--- src/rtl/pcxrle_pkg.sv ---
// Shared types and constants of the PCX run-length scanline decoder.
package pcxrle_pkg;

	localparam logic [1:0] RUN_FLAG   = 2'b11;
	localparam int         RUN_LEN_W  = 6;
	localparam int         PIX_W      = 8;
	localparam int         POS_W      = 16;
	localparam logic       REG_WIDTH  = 1'b0;
	localparam logic       REG_HEIGHT = 1'b1;

	typedef struct packed {
		logic                 clr;
		logic                 marker;
		logic [RUN_LEN_W-1:0] cnt;
		logic [PIX_W-1:0]     data;
	} pcxrle_cmd_t;

	typedef struct packed {
		logic             status;
		logic             last;
		logic             image_end;
		logic             row_end;
		logic [POS_W-1:0] row;
		logic [POS_W-1:0] column;
		logic [PIX_W-1:0] pixel;
	} pcxrle_res_t;

	typedef struct packed {
		logic [POS_W-1:0] last_col;
		logic [POS_W-1:0] last_row;
	} pcxrle_geom_t;

endpackage

--- src/rtl/pcx_rle_scanline_decoder.sv ---
// An accepted byte is written into the command queue; the back end registers its first pixel
// from the queue head into the output register. A literal byte gives one pixel; a run gives up
// to its count of pixels, cut short at a row end. A marker byte or a zero-length run is popped
// and makes no pixel. Rate is set by the back end, which emits one pixel per cycle from the
// command queue while the output is not stalled. Reset clears queue, run and position state
// and sets width 320, height 200. Top level of the PCX run-length scanline decoder.
module pcx_rle_scanline_decoder #(
	parameter int QUEUE_DEPTH = 4
) (
	input  logic        clk,
	input  logic        arst_n,
	input  logic        s_tvalid,
	output logic        s_tready,
	input  logic [7:0]  s_tdata,    // [7:0] data_byte
	input  logic        s_tuser,    // [0] new_image
	output logic        m_tvalid,
	input  logic        m_tready,
	output logic [47:0] m_tdata,    // [7:0] pixel, [23:8] column, [39:24] row,
	                                // [40] row_end, [41] image_end, [47:42] zero
	output logic        m_tlast,    // last
	output logic        m_tuser,    // [0] status
	input  logic        cfg_valid,
	output logic        cfg_ready,
	input  logic        cfg_index,
	input  logic [15:0] cfg_data
);
	import pcxrle_pkg::*;

	logic [POS_W-1:0] width_q;
	logic [POS_W-1:0] height_q;
	pcxrle_geom_t     geom;
	pcxrle_cmd_t      push_cmd;
	pcxrle_cmd_t      head_cmd;
	pcxrle_res_t      res;
	logic             q_push;
	logic             q_pop;
	logic             q_full;
	logic             q_not_empty;

	assign cfg_ready     = 1'b1;
	assign geom.last_col = width_q - POS_W'(1);
	assign geom.last_row = height_q - POS_W'(1);

	always_ff @(posedge clk or negedge arst_n) begin
		if (!arst_n) begin
			width_q  <= POS_W'(320);
			height_q <= POS_W'(200);
		end else if (cfg_valid && cfg_ready) begin
			unique case (cfg_index)
				REG_WIDTH:  width_q  <= cfg_data;
				REG_HEIGHT: height_q <= cfg_data;
				default:    width_q  <= width_q;
			endcase
		end
	end

	pcxrle_front u_front (
		.clk      (clk),
		.arst_n   (arst_n),
		.s_tvalid (s_tvalid),
		.s_tready (s_tready),
		.s_tdata  (s_tdata),
		.s_tuser  (s_tuser),
		.q_full   (q_full),
		.q_push   (q_push),
		.q_cmd    (push_cmd)
	);

	pcxrle_queue #(
		.DEPTH (QUEUE_DEPTH)
	) u_queue (
		.clk       (clk),
		.arst_n    (arst_n),
		.push      (q_push),
		.wr_cmd    (push_cmd),
		.pop       (q_pop),
		.rd_cmd    (head_cmd),
		.full      (q_full),
		.not_empty (q_not_empty)
	);

	pcxrle_back u_back (
		.clk       (clk),
		.arst_n    (arst_n),
		.geom      (geom),
		.cmd_valid (q_not_empty),
		.cmd       (head_cmd),
		.cmd_pop   (q_pop),
		.res_valid (m_tvalid),
		.res_ready (m_tready),
		.res       (res)
	);

	assign m_tdata = {6'd0, res.image_end, res.row_end, res.row, res.column, res.pixel};
	assign m_tlast = res.last;
	assign m_tuser = res.status;

endmodule

--- src/rtl/pcxrle_front.sv ---
// Front end: accepts stream bytes and classifies them into queue commands.
module pcxrle_front (
	input  logic                      clk,
	input  logic                      arst_n,
	input  logic                      s_tvalid,
	output logic                      s_tready,
	input  logic [7:0]                s_tdata,   // [7:0] data_byte
	input  logic                      s_tuser,   // [0] new_image
	input  logic                      q_full,
	output logic                      q_push,
	output pcxrle_pkg::pcxrle_cmd_t   q_cmd
);
	import pcxrle_pkg::*;

	logic                 awaiting_q;
	logic [RUN_LEN_W-1:0] run_len_q;
	logic                 aw_eff;
	logic [RUN_LEN_W-1:0] rl_eff;
	logic                 is_marker;

	assign s_tready  = !q_full;
	assign q_push    = s_tvalid && s_tready;
	assign aw_eff    = s_tuser ? 1'b0 : awaiting_q;
	assign rl_eff    = s_tuser ? '0 : run_len_q;
	assign is_marker = !aw_eff && (s_tdata[7:6] == RUN_FLAG);

	always_comb begin
		q_cmd.clr    = s_tuser;
		q_cmd.data   = s_tdata;
		q_cmd.marker = is_marker;
		if (aw_eff) begin
			q_cmd.cnt = rl_eff;
		end else if (is_marker) begin
			q_cmd.cnt = s_tdata[RUN_LEN_W-1:0];
		end else begin
			q_cmd.cnt = RUN_LEN_W'(1);
		end
	end

	always_ff @(posedge clk or negedge arst_n) begin
		if (!arst_n) begin
			awaiting_q <= 1'b0;
			run_len_q  <= '0;
		end else if (q_push) begin
			awaiting_q <= is_marker;
			run_len_q  <= is_marker ? s_tdata[RUN_LEN_W-1:0] : '0;
		end
	end

endmodule

--- src/rtl/pcxrle_queue.sv ---
// Command queue between the front end and the pixel back end.
module pcxrle_queue #(
	parameter int DEPTH = 4
) (
	input  logic                    clk,
	input  logic                    arst_n,
	input  logic                    push,
	input  pcxrle_pkg::pcxrle_cmd_t wr_cmd,
	input  logic                    pop,
	output pcxrle_pkg::pcxrle_cmd_t rd_cmd,
	output logic                    full,
	output logic                    not_empty
);
	import pcxrle_pkg::*;

	localparam int PW = (DEPTH > 1) ? $clog2(DEPTH) : 1;
	localparam int CW = $clog2(DEPTH + 1);
	localparam logic [PW-1:0] LAST_PTR = PW'(DEPTH - 1);
	localparam logic [CW-1:0] FULL_CNT = CW'(DEPTH);

	pcxrle_cmd_t         mem_q [DEPTH];
	logic [PW-1:0]       wr_ptr_q;
	logic [PW-1:0]       rd_ptr_q;
	logic [CW-1:0]       count_q;

	assign full      = (count_q == FULL_CNT);
	assign not_empty = (count_q != '0);
	assign rd_cmd    = mem_q[rd_ptr_q];

	always_ff @(posedge clk) begin
		if (push) begin
			mem_q[wr_ptr_q] <= wr_cmd;
		end
	end

	always_ff @(posedge clk or negedge arst_n) begin
		if (!arst_n) begin
			wr_ptr_q <= '0;
			rd_ptr_q <= '0;
			count_q  <= '0;
		end else begin
			if (push) begin
				wr_ptr_q <= (wr_ptr_q == LAST_PTR) ? '0 : wr_ptr_q + PW'(1);
			end
			if (pop) begin
				rd_ptr_q <= (rd_ptr_q == LAST_PTR) ? '0 : rd_ptr_q + PW'(1);
			end
			if (push && !pop) begin
				count_q <= count_q + CW'(1);
			end else if (pop && !push) begin
				count_q <= count_q - CW'(1);
			end
		end
	end

	assert property (@(posedge clk) disable iff (!arst_n) full |-> !push)
		else $error("queue written while full");
	assert property (@(posedge clk) disable iff (!arst_n) !not_empty |-> !pop)
		else $error("queue read while empty");
	assert property (@(posedge clk) disable iff (!arst_n)
		(push && !pop) |=> (count_q == $past(count_q) + CW'(1)))
		else $error("queue count did not advance");

endmodule

--- src/rtl/pcxrle_back.sv ---
// Back end: expands queued commands into positioned pixels, one per cycle while the output is not stalled.
module pcxrle_back (
	input  logic                     clk,
	input  logic                     arst_n,
	input  pcxrle_pkg::pcxrle_geom_t geom,
	input  logic                     cmd_valid,
	input  pcxrle_pkg::pcxrle_cmd_t  cmd,
	output logic                     cmd_pop,
	output logic                     res_valid,
	input  logic                     res_ready,
	output pcxrle_pkg::pcxrle_res_t  res
);
	import pcxrle_pkg::*;

	logic [POS_W-1:0]     col_q;
	logic [POS_W-1:0]     row_q;
	logic                 done_q;
	logic                 run_active_q;
	logic [PIX_W-1:0]     run_pix_q;
	logic [RUN_LEN_W-1:0] run_left_q;
	logic                 out_valid_q;
	pcxrle_res_t          out_q;

	logic [POS_W-1:0]     col_e;
	logic [POS_W-1:0]     row_e;
	logic                 done_e;
	logic [PIX_W-1:0]     pix_e;
	logic [RUN_LEN_W-1:0] left_e;
	logic                 adv;
	logic                 emit;
	logic                 err;
	logic                 re;
	logic                 ie;
	logic                 lst;

	assign adv       = !out_valid_q || res_ready;
	assign res_valid = out_valid_q;
	assign res       = out_q;

	always_comb begin
		col_e  = col_q;
		row_e  = row_q;
		done_e = done_q;
		pix_e  = run_pix_q;
		left_e = run_left_q;
		if (!run_active_q) begin
			pix_e  = cmd.data;
			left_e = cmd.cnt;
			if (cmd_valid && cmd.clr) begin
				col_e  = '0;
				row_e  = '0;
				done_e = 1'b0;
			end
		end
		cmd_pop = 1'b0;
		emit    = 1'b0;
		err     = 1'b0;
		if (adv) begin
			if (run_active_q) begin
				emit = 1'b1;
			end else if (cmd_valid) begin
				cmd_pop = 1'b1;
				if (done_e) begin
					err = 1'b1;
				end else if (!cmd.marker && (cmd.cnt != '0)) begin
					emit = 1'b1;
				end
			end
		end
		re  = (col_e >= geom.last_col);
		ie  = re && (row_e >= geom.last_row);
		lst = re || (left_e == RUN_LEN_W'(1));
	end

	always_ff @(posedge clk or negedge arst_n) begin
		if (!arst_n) begin
			col_q        <= '0;
			row_q        <= '0;
			done_q       <= 1'b0;
			run_active_q <= 1'b0;
			run_left_q   <= '0;
			out_valid_q  <= 1'b0;
		end else begin
			if (cmd_pop) begin
				col_q  <= col_e;
				row_q  <= row_e;
				done_q <= done_e;
			end
			if (emit) begin
				run_active_q <= !lst;
				run_left_q   <= left_e - RUN_LEN_W'(1);
				if (re) begin
					col_q <= '0;
					if (ie) begin
						done_q <= 1'b1;
					end else begin
						row_q <= row_e + POS_W'(1);
					end
				end else begin
					col_q <= col_e + POS_W'(1);
				end
			end
			if (adv) begin
				out_valid_q <= emit || err;
			end
		end
	end

	always_ff @(posedge clk) begin
		if (emit) begin
			run_pix_q       <= pix_e;
			out_q.pixel     <= pix_e;
			out_q.column    <= col_e;
			out_q.row       <= row_e;
			out_q.row_end   <= re;
			out_q.image_end <= ie;
			out_q.last      <= lst;
			out_q.status    <= 1'b0;
		end else if (err) begin
			out_q <= '{status: 1'b1, last: 1'b1, default: '0};
		end
	end

	assert property (@(posedge clk) disable iff (!arst_n) run_active_q |-> !done_q)
		else $error("run active after image complete");
	assert property (@(posedge clk) disable iff (!arst_n)
		run_active_q |-> (run_left_q != '0))
		else $error("run active with no pixels left");
	assert property (@(posedge clk) disable iff (!arst_n)
		(out_valid_q && out_q.image_end) |-> (out_q.row_end && out_q.last))
		else $error("image end without row end");
	assert property (@(posedge clk) disable iff (!arst_n) run_active_q |-> !cmd_pop)
		else $error("command taken during a run");

endmodule

--- config.mk ---
export PLATFORM = sky130hd
export DESIGN_NAME = pcx_rle_scanline_decoder
export DESIGN_NICKNAME = d
export VERILOG_FILES = /design/src/rtl/pcxrle_pkg.sv /design/src/rtl/pcx_rle_scanline_decoder.sv /design/src/rtl/pcxrle_front.sv /design/src/rtl/pcxrle_queue.sv /design/src/rtl/pcxrle_back.sv
export SDC_FILE = /design/constraint.sdc
export NUM_CORES = 1
export LEC_CHECK = 0
export BUFFER_PORTS_ARGS = -buffer_cell sky130_fd_sc_hd__buf_2
export CORE_ASPECT_RATIO = 2
export CORE_UTILIZATION = 40
export DETAILED_ROUTE_END_ITERATION = 10
export GPL_ROUTABILITY_DRIVEN = 0
export HOLD_SLACK_MARGIN = 0.06
export PLACE_DENSITY = 0.59
export SLEW_MARGIN = 30
export SYNTH_ARGS = -nofsm -noshare
export SYNTH_HDL_FRONTEND = slang
export SYNTH_SLANG_ARGS = --single-unit
export TNS_END_PERCENT = 5
--- constraint.sdc ---
create_clock -name clk -period 5.7 [get_ports clk]
set_input_delay 1.14 -clock clk [delete_from_list [all_inputs] [get_ports clk]]
set_output_delay 1.14 -clock clk [all_outputs]
set_load 0.1 [all_outputs]
-- Yosys cells after proc, flatten, opt, wreduce, memory -nomap -nowiden
Memories as Yosys holds them, arrays and structs flattened.
Cells that the tools add are included.
W data, S select, Z words.
- add/subtract/negate cells: 9
- magnitude comparators: 2
- eq/ne operators: 5
- multiplexer cells: 44
- bitwise logic cells: 1
- reduce and logical (&&, ||, !) cells: 24
- operator list (cell ; count):
    $mux W16 ; 11
    $mux W43 ; 2
    $add A16 B1 Y16 const B ; 2
    $ge A16 B16 Y1 ; 2
    $sub A16 B1 Y16 const B ; 2
    $mux W6 ; 5
    $mux W1 ; 21
    $mux W8 ; 1
    $logic_and A1 B1 Y1 ; 7
    $logic_not A1 Y1 ; 7
    $eq A2 B2 Y1 const B ; 3
    $eq A6 B1 Y1 const B ; 1
    $mux W3 ; 2
    $reduce_bool A2 Y1 ; 3
    $reduce_bool A6 Y1 ; 1
    $sub A6 B1 Y6 const B ; 1
    $add A2 B1 Y2 const B ; 2
    $mux W2 ; 2
    $reduce_and A2 Y1 ; 2
    $add A3 B1 Y3 const B ; 1
    $eq A3 B3 Y1 const B ; 1
    $logic_or A1 B1 Y1 ; 3
    $reduce_bool A3 Y1 ; 1
    $sub A3 B1 Y3 const B ; 1
    $not A1 Y1 ; 1
- register bits: 139
- bits in writable memories: 64
- input bits: 31
- output and inout bits: 53
- word-level logic and storage cells: 107
- memories: 1
- memory list (name ; depth ; width ; rd ports ; clocked after memory_dff ; wr ports ; RTL line ; source):
    u_queue.mem_q ; 4 ; 16 ; 1 ; 0 ; 1 ; pcxrle_queue.sv:21 ; pcxrle_cmd_t mem_q [DEPTH];

-- Depth between registers and ports, before layout
- depth after elaboration: 10
- mapped depth: 17
- depth with buffers taken out: 14

-- Modules after synthesis
A second synthesis with hierarchy kept.
- cells, all modules: 907
- area, all modules: 10631.4 um2
- by module, submodules not included (module ; instances ; cells each ; area an instance (um2) ; seq. area each (um2)):
    pcxrle_back ; 1 ; 570 ; 5605.4 ; 2577.5
    pcxrle_queue ; 1 ; 121 ; 2766.4 ; 2097.0
    pcx_rle_scanline_decoder ; 1 ; 165 ; 1798.0 ; 807.0
    pcxrle_front ; 1 ; 51 ; 461.7 ; 175.2

-- Least setup slack after synthesis
OpenSTA, ideal clock, no wires.
- path type: reg-to-reg
- start point: register u_queue.rd_ptr_q[0]
- end point: register u_back.row_q[14]
- setup time: 0.126 ns
- arrival time: 4.058 ns
- data required time: 5.574 ns
- setup slack: 1.515 ns
- stages on the path, launching flop included: 16
- path buffers: 4
- cells stage by stage: dfrtp_1 -> buf_6 -> mux4_2 -> nand3_1 -> clkbuf_1 -> clkbuf_1 -> clkbuf_1 -> nand2_1 -> ha_1 -> or3b_2 -> o2111ai_1 -> a31oi_1 -> o21ai_0 -> nand2_1 -> and3_1 -> a311o_1
- word-level cells in the longest chain between the ends: 9
- elaborated cells between the ends (all ways): 24
- classes of those cells: 1 x add/sub; 2 x order compare; 15 x mux; 5 x reduce/logical; 1 x memory
- RTL lines (what ; RTL line ; source):
    start: declaration ; pcxrle_queue.sv:23 ; logic [PW-1:0] rd_ptr_q;
    start signal: assignment ; pcxrle_queue.sv:46 ; rd_ptr_q <= (rd_ptr_q == LAST_PTR) ? '0 : rd_ptr_q + PW'(1);
    $mem_v2 Z4 W16 (*) ; n/a ;
    $logic_and A1 B1 Y1 (tied with other cells) ; pcxrle_back.sv:49 ; if (cmd_valid && cmd.clr) begin
    $mux W16 (tied with other cells) ; pcxrle_back.sv:49 ;
    $mux W16 (tied with other cells) ; pcxrle_back.sv:46 ; if (!run_active_q) begin
    $ge A16 B16 Y1 (tied with other cells) ; pcxrle_back.sv:70 ; re = (col_e >= geom.last_col);
    $logic_and A1 B1 Y1 / $mux W1 (equally long branches) ; pcxrle_back.sv:71, pcxrle_back.sv:61 ;
    $mux W16 / $mux W1 (equally long branches) ; pcxrle_back.sv:94, pcxrle_back.sv:59 ;
    $mux W16 / $mux W1 (equally long branches) ; pcxrle_back.sv:92, pcxrle_back.sv:58 ;
    $mux W16 (*) ; pcxrle_back.sv:89 ; if (emit) begin
    end signal: assignment ; pcxrle_back.sv:86 ; row_q <= row_e;
    end signal: assignment ; pcxrle_back.sv:97 ; row_q <= row_e + POS_W'(1);
    end: declaration ; pcxrle_back.sv:16 ; logic [POS_W-1:0] row_q;
Every way passes the cells marked *; elsewhere a longest branch is shown, timed or not.
A chain may end at the register's enable or synchronous reset.

-- Worst setup path in the final report
- start point: register u_queue.rd_ptr_q[1]
- end point: register u_back.col_q[9]
- word-level cells in the longest chain between the ends: 9
- elaborated cells between the ends (all ways): 20
- classes of those cells: 1 x add/sub; 1 x order compare; 12 x mux; 5 x reduce/logical; 1 x memory
- RTL lines (what ; RTL line ; source):
    $mem_v2 Z4 W16 (*) ; n/a ;
    branches (longest 8 deep; another with $add A16 B1 Y16) ; n/a ;
    end signal: assignment ; pcxrle_back.sv:85 ; col_q <= col_e;
    end signal: assignment ; pcxrle_back.sv:100 ; col_q <= col_e + POS_W'(1);
    end: declaration ; pcxrle_back.sv:15 ; logic [POS_W-1:0] col_q;
Mark *: on every way between the ends. The select of a mux whose other input is x is not followed.

==> impl_metrics.env <==
export IMPL_crit_end="u_back.col_q[9]$_DFFE_PN0P_"
export IMPL_r2r_setup_slack_ns=1.40
export IMPL_postSynthCellCount=856
export IMPL_crit_required_ns=6.14
export IMPL_synth_avg_cell_area_sq_um=11.7
export IMPL_ys_flop_type="edfxtp_1"
export IMPL_clockBufferDepth=3
export IMPL_dpl_cell_count=1241
export IMPL_worstHoldStart="u_front.run_len_q[0]$_DFFE_PN0P_"
export IMPL_synth_xor_area_share_pct=3.05
export IMPL_wl_per_cell_um=19.4
export IMPL_dr_wl_met2_um=14300
export IMPL_finClkSkew_ns=0.0142
export IMPL_critical_path_max_stage_delay_ns=0.84
export IMPL_drv_slew=0
export IMPL_cts_made_buffers=19
export IMPL_antenna_found_initial=0
export IMPL_synthSimpleGateAreaFrac_pct=15.4
export IMPL_die_w_um=114
export IMPL_first_iter_violations=197
export IMPL_post_route_util_pct=46.3
export IMPL_grt_overflow_total=0
export IMPL_core_area_sq_um=24500
export IMPL_synth_cell_types=66
export IMPL_wirelength_met1_um=7980
export IMPL_powerDensity_nw_per_um2=570
export IMPL_grt_pass1_wl_um=38000
export IMPL_async_reset_ff_share_pct=42.9
export IMPL_regArea_sq_um=5660
export IMPL_power_leakage_nw=4.63
export IMPL_maxSlewHeadroom_pct=40.7
export IMPL_synthMuxAreaShare_pct=8.09
export IMPL_yosysTopAreaCellShare_pct=34.4
export IMPL_timing_final_crit_period_ns=4.30
export IMPL_cp_start_kind="register"
export IMPL_cts_setup_buffers=0
export IMPL_grt_pass1_vias=7100
export IMPL_ys_seq_area_share_pct=56.4
export IMPL_slowest_stage="dfrtp_1"
export IMPL_synth_seq_cells=203
export IMPL_crit_start="u_queue.rd_ptr_q[1]$_DFFE_PN0P_"
export IMPL_combPwrFrac_pct=44.6
export IMPL_seq_power_share_pct=35.4
export IMPL_fillers=2344
export IMPL_intPower_mw=3.44
export IMPL_syn_to_final_growth_pct=13.2
export IMPL_pwr_share_clk_pct=20.0
export IMPL_cts_tree="built"
export IMPL_synth_area_leaders="edfxtp_1, dfrtp_1, ha_1"
export IMPL_ios=84
export IMPL_r2r_end="u_back.col_q[9]$_DFFE_PN0P_"
export IMPL_postCtsHoldBufs=0
export IMPL_cp_cell_sequence="mux4_2 > nand3_1 > buf_4 > nand2_1 > ha_1 > or3b_2 > o2111ai_1 > a31oi_1 > o21a_1 > o21ai_4 > inv_2 > or4_1 > o21ai_1"
export IMPL_initial_core_util_pct=40.9
export IMPL_synth_fa_ha_area_share_pct=5.68
export IMPL_cap_violations=0
export IMPL_status="finished clean"
export IMPL_via_per_inst=5.34
export IMPL_diodes=0
export IMPL_yosys_area_top_type="edfxtp_1"
export IMPL_cp_max_fo=31
export IMPL_ant_nets=0
export IMPL_dr_pass1_iters=4
export IMPL_drive_gt1_share_pct=19.8
export IMPL_instances_no_fill=1275
export IMPL_fmax_mhz=233
export IMPL_p_sw_mw=3.03
export IMPL_period_share_pct=75.4
export IMPL_r2r_cells=13
export IMPL_grt_max_degree=52
export IMPL_multi_input_area_sq_um=4030
export IMPL_routed_wirelength_um=24700
export IMPL_r2r_start="u_queue.rd_ptr_q[1]$_DFFE_PN0P_"
export IMPL_syn_cell_area_sq_um=10000
export IMPL_synth_top_family_by_area="simple AND/OR/NAND/NOR gates"
export IMPL_grt_use_total_pct=19.8
export IMPL_critPathKind="register to register"
export IMPL_highest_layer="met4"
export IMPL_critPathBufInv=2
export IMPL_min_path_type="register to register"
export IMPL_die_h_um=226
export IMPL_rsz0062_at_grt="false"
export IMPL_rows=81
export IMPL_clk_pin_slew_ns=0.07
export IMPL_cp_top_family="simple AND/OR/NAND/NOR gates"
export IMPL_cts_resized_gates=0
export IMPL_setup_viol=0
export IMPL_synth_edf_count=115
export IMPL_io_buffer_count=76
export IMPL_drc_errors=0
export IMPL_finalHoldViolations=0
export IMPL_h_tree_depth=1
export IMPL_endpoint_kind="register"
export IMPL_dieArea_sq_um=25800
export IMPL_vias=6805
export IMPL_arrival_ns=4.74
export IMPL_route_met3_wl_um=679
export IMPL_switching_share_pct=46.8
export IMPL_clock_sinks=203
export IMPL_crit_cells=13
export IMPL_cts_root_buffer="clkbuf_16"
export IMPL_finalSetupTns_ns=0
export IMPL_synth_warnings=0
export IMPL_dp_hpwl_um=18600
export IMPL_fin_nets=1006
export IMPL_ir_worst_vdd_uv=363
export IMPL_worstMarginPinSlew_ns=0.890
export IMPL_insertion_delay_ns=0.51
export IMPL_p_total_mw=6.47
export IMPL_synth_compound_area_share_pct=7.59
## cell type report
type | instances | area share, %
well taps | 332 | 3.66
clock inverters | 11 | 1.06
repair buffers | 86 | 4.03
multi-input cells | 572 | 35.5
flip-flops and latches | 203 | 49.8
inverters | 48 | 1.61
clock buffers | 23 | 4.41
## cell usage after synthesis, drive strengths merged, types with 16 or more instances
library cell and number:
nand3 24, ha 44, and2 21, edfxtp 115, o21ai 39, nand2 103
buf 22, nor3 32, mux2 33, mux4 16, clkbuf 16, dfrtp 82
a21oi 23, inv 48, nand4 19, xnor2 24, nor2 55
## tightest hold or removal path: stages, from the launching register on
cell and delay (ns):
dfrtp_1 0.35, nand2_1 0.05, nand2_1 0.05
## worst min-delay path by stage
stage               cells after the start                               end  slack, ns
floorplan                               2  u_front.run_len_q[0]$_DFFE_PN0P_       0.44
global placement                        2  u_front.run_len_q[0]$_DFFE_PN0P_       0.45
detailed placement                      2    u_front.awaiting_q$_DFFE_PN0P_       0.46
CTS                                     2  u_front.run_len_q[0]$_DFFE_PN0P_       0.48
global route                            2  u_front.run_len_q[2]$_DFFE_PN0P_       0.51
finish                                  2  u_front.run_len_q[0]$_DFFE_PN0P_       0.48
## per-stage QoR
step	instance area (sq um)	worst slack, ns	hold slack, ns
after floorplan	10100	1.52	0.439
after global placement	10700	1.43	0.454
after detailed placement	10700	1.37	0.464
after CTS	11400	1.35	0.480
after global routing	11400	1.03	0.511
final	11400	1.40	0.481
## power by group through the flow
stage,clock network [mW],logic [mW],registers [mW]
finish,1.30,2.89,2.29
global route,1.37,3.08,2.33
floorplan,0,1.23,3.35
global placement,0,2.89,2.32
detailed placement,0,2.92,2.32
CTS,1.33,2.92,2.30
## flip-flops by register name (all words and copies together) (netlist names), 2 cells and up
name / count
height_q: 16
u_back.col_q: 16
u_back.res: 44
u_back.row_q: 16
u_back.run_left_q: 6
u_back.run_pix_q: 8
u_front.run_len_q: 6
u_queue.count_q: 3
u_queue.mem_q: 64
u_queue.rd_ptr_q: 2
u_queue.wr_ptr_q: 2
width_q: 16
## cell families after synthesis
kind of cell / after synthesis
other cells: 2
fa+ha+maj: 45
xor+xnor: 35
buf+inv: 86
flops: 203
compound gates: 116
mux: 57
simple gates: 312
## cell usage in the layout (no fill, tap or decap), types with 31 or more instances in the layout
| master | count |
|---|---|
| nor3_1 | 31 |
| inv_1 | 45 |
| o21ai_0 | 35 |
| nor2_1 | 54 |
| dfrtp_1 | 82 |
| ha_1 | 44 |
| nand2_1 | 102 |
| mux2_2 | 33 |
| buf_2 | 75 |
| edfxtp_1 | 115 |
## per-layer routing
layer | vias up | GRT usage, %
li1 | 3259 | -
met1 | 3327 | 17.8
met2 | 144 | 39.8
met3 | 75 | 2.17
met4 | 0 | 13.6
met5 | - | 0
(Power assumes the default switching activity.)
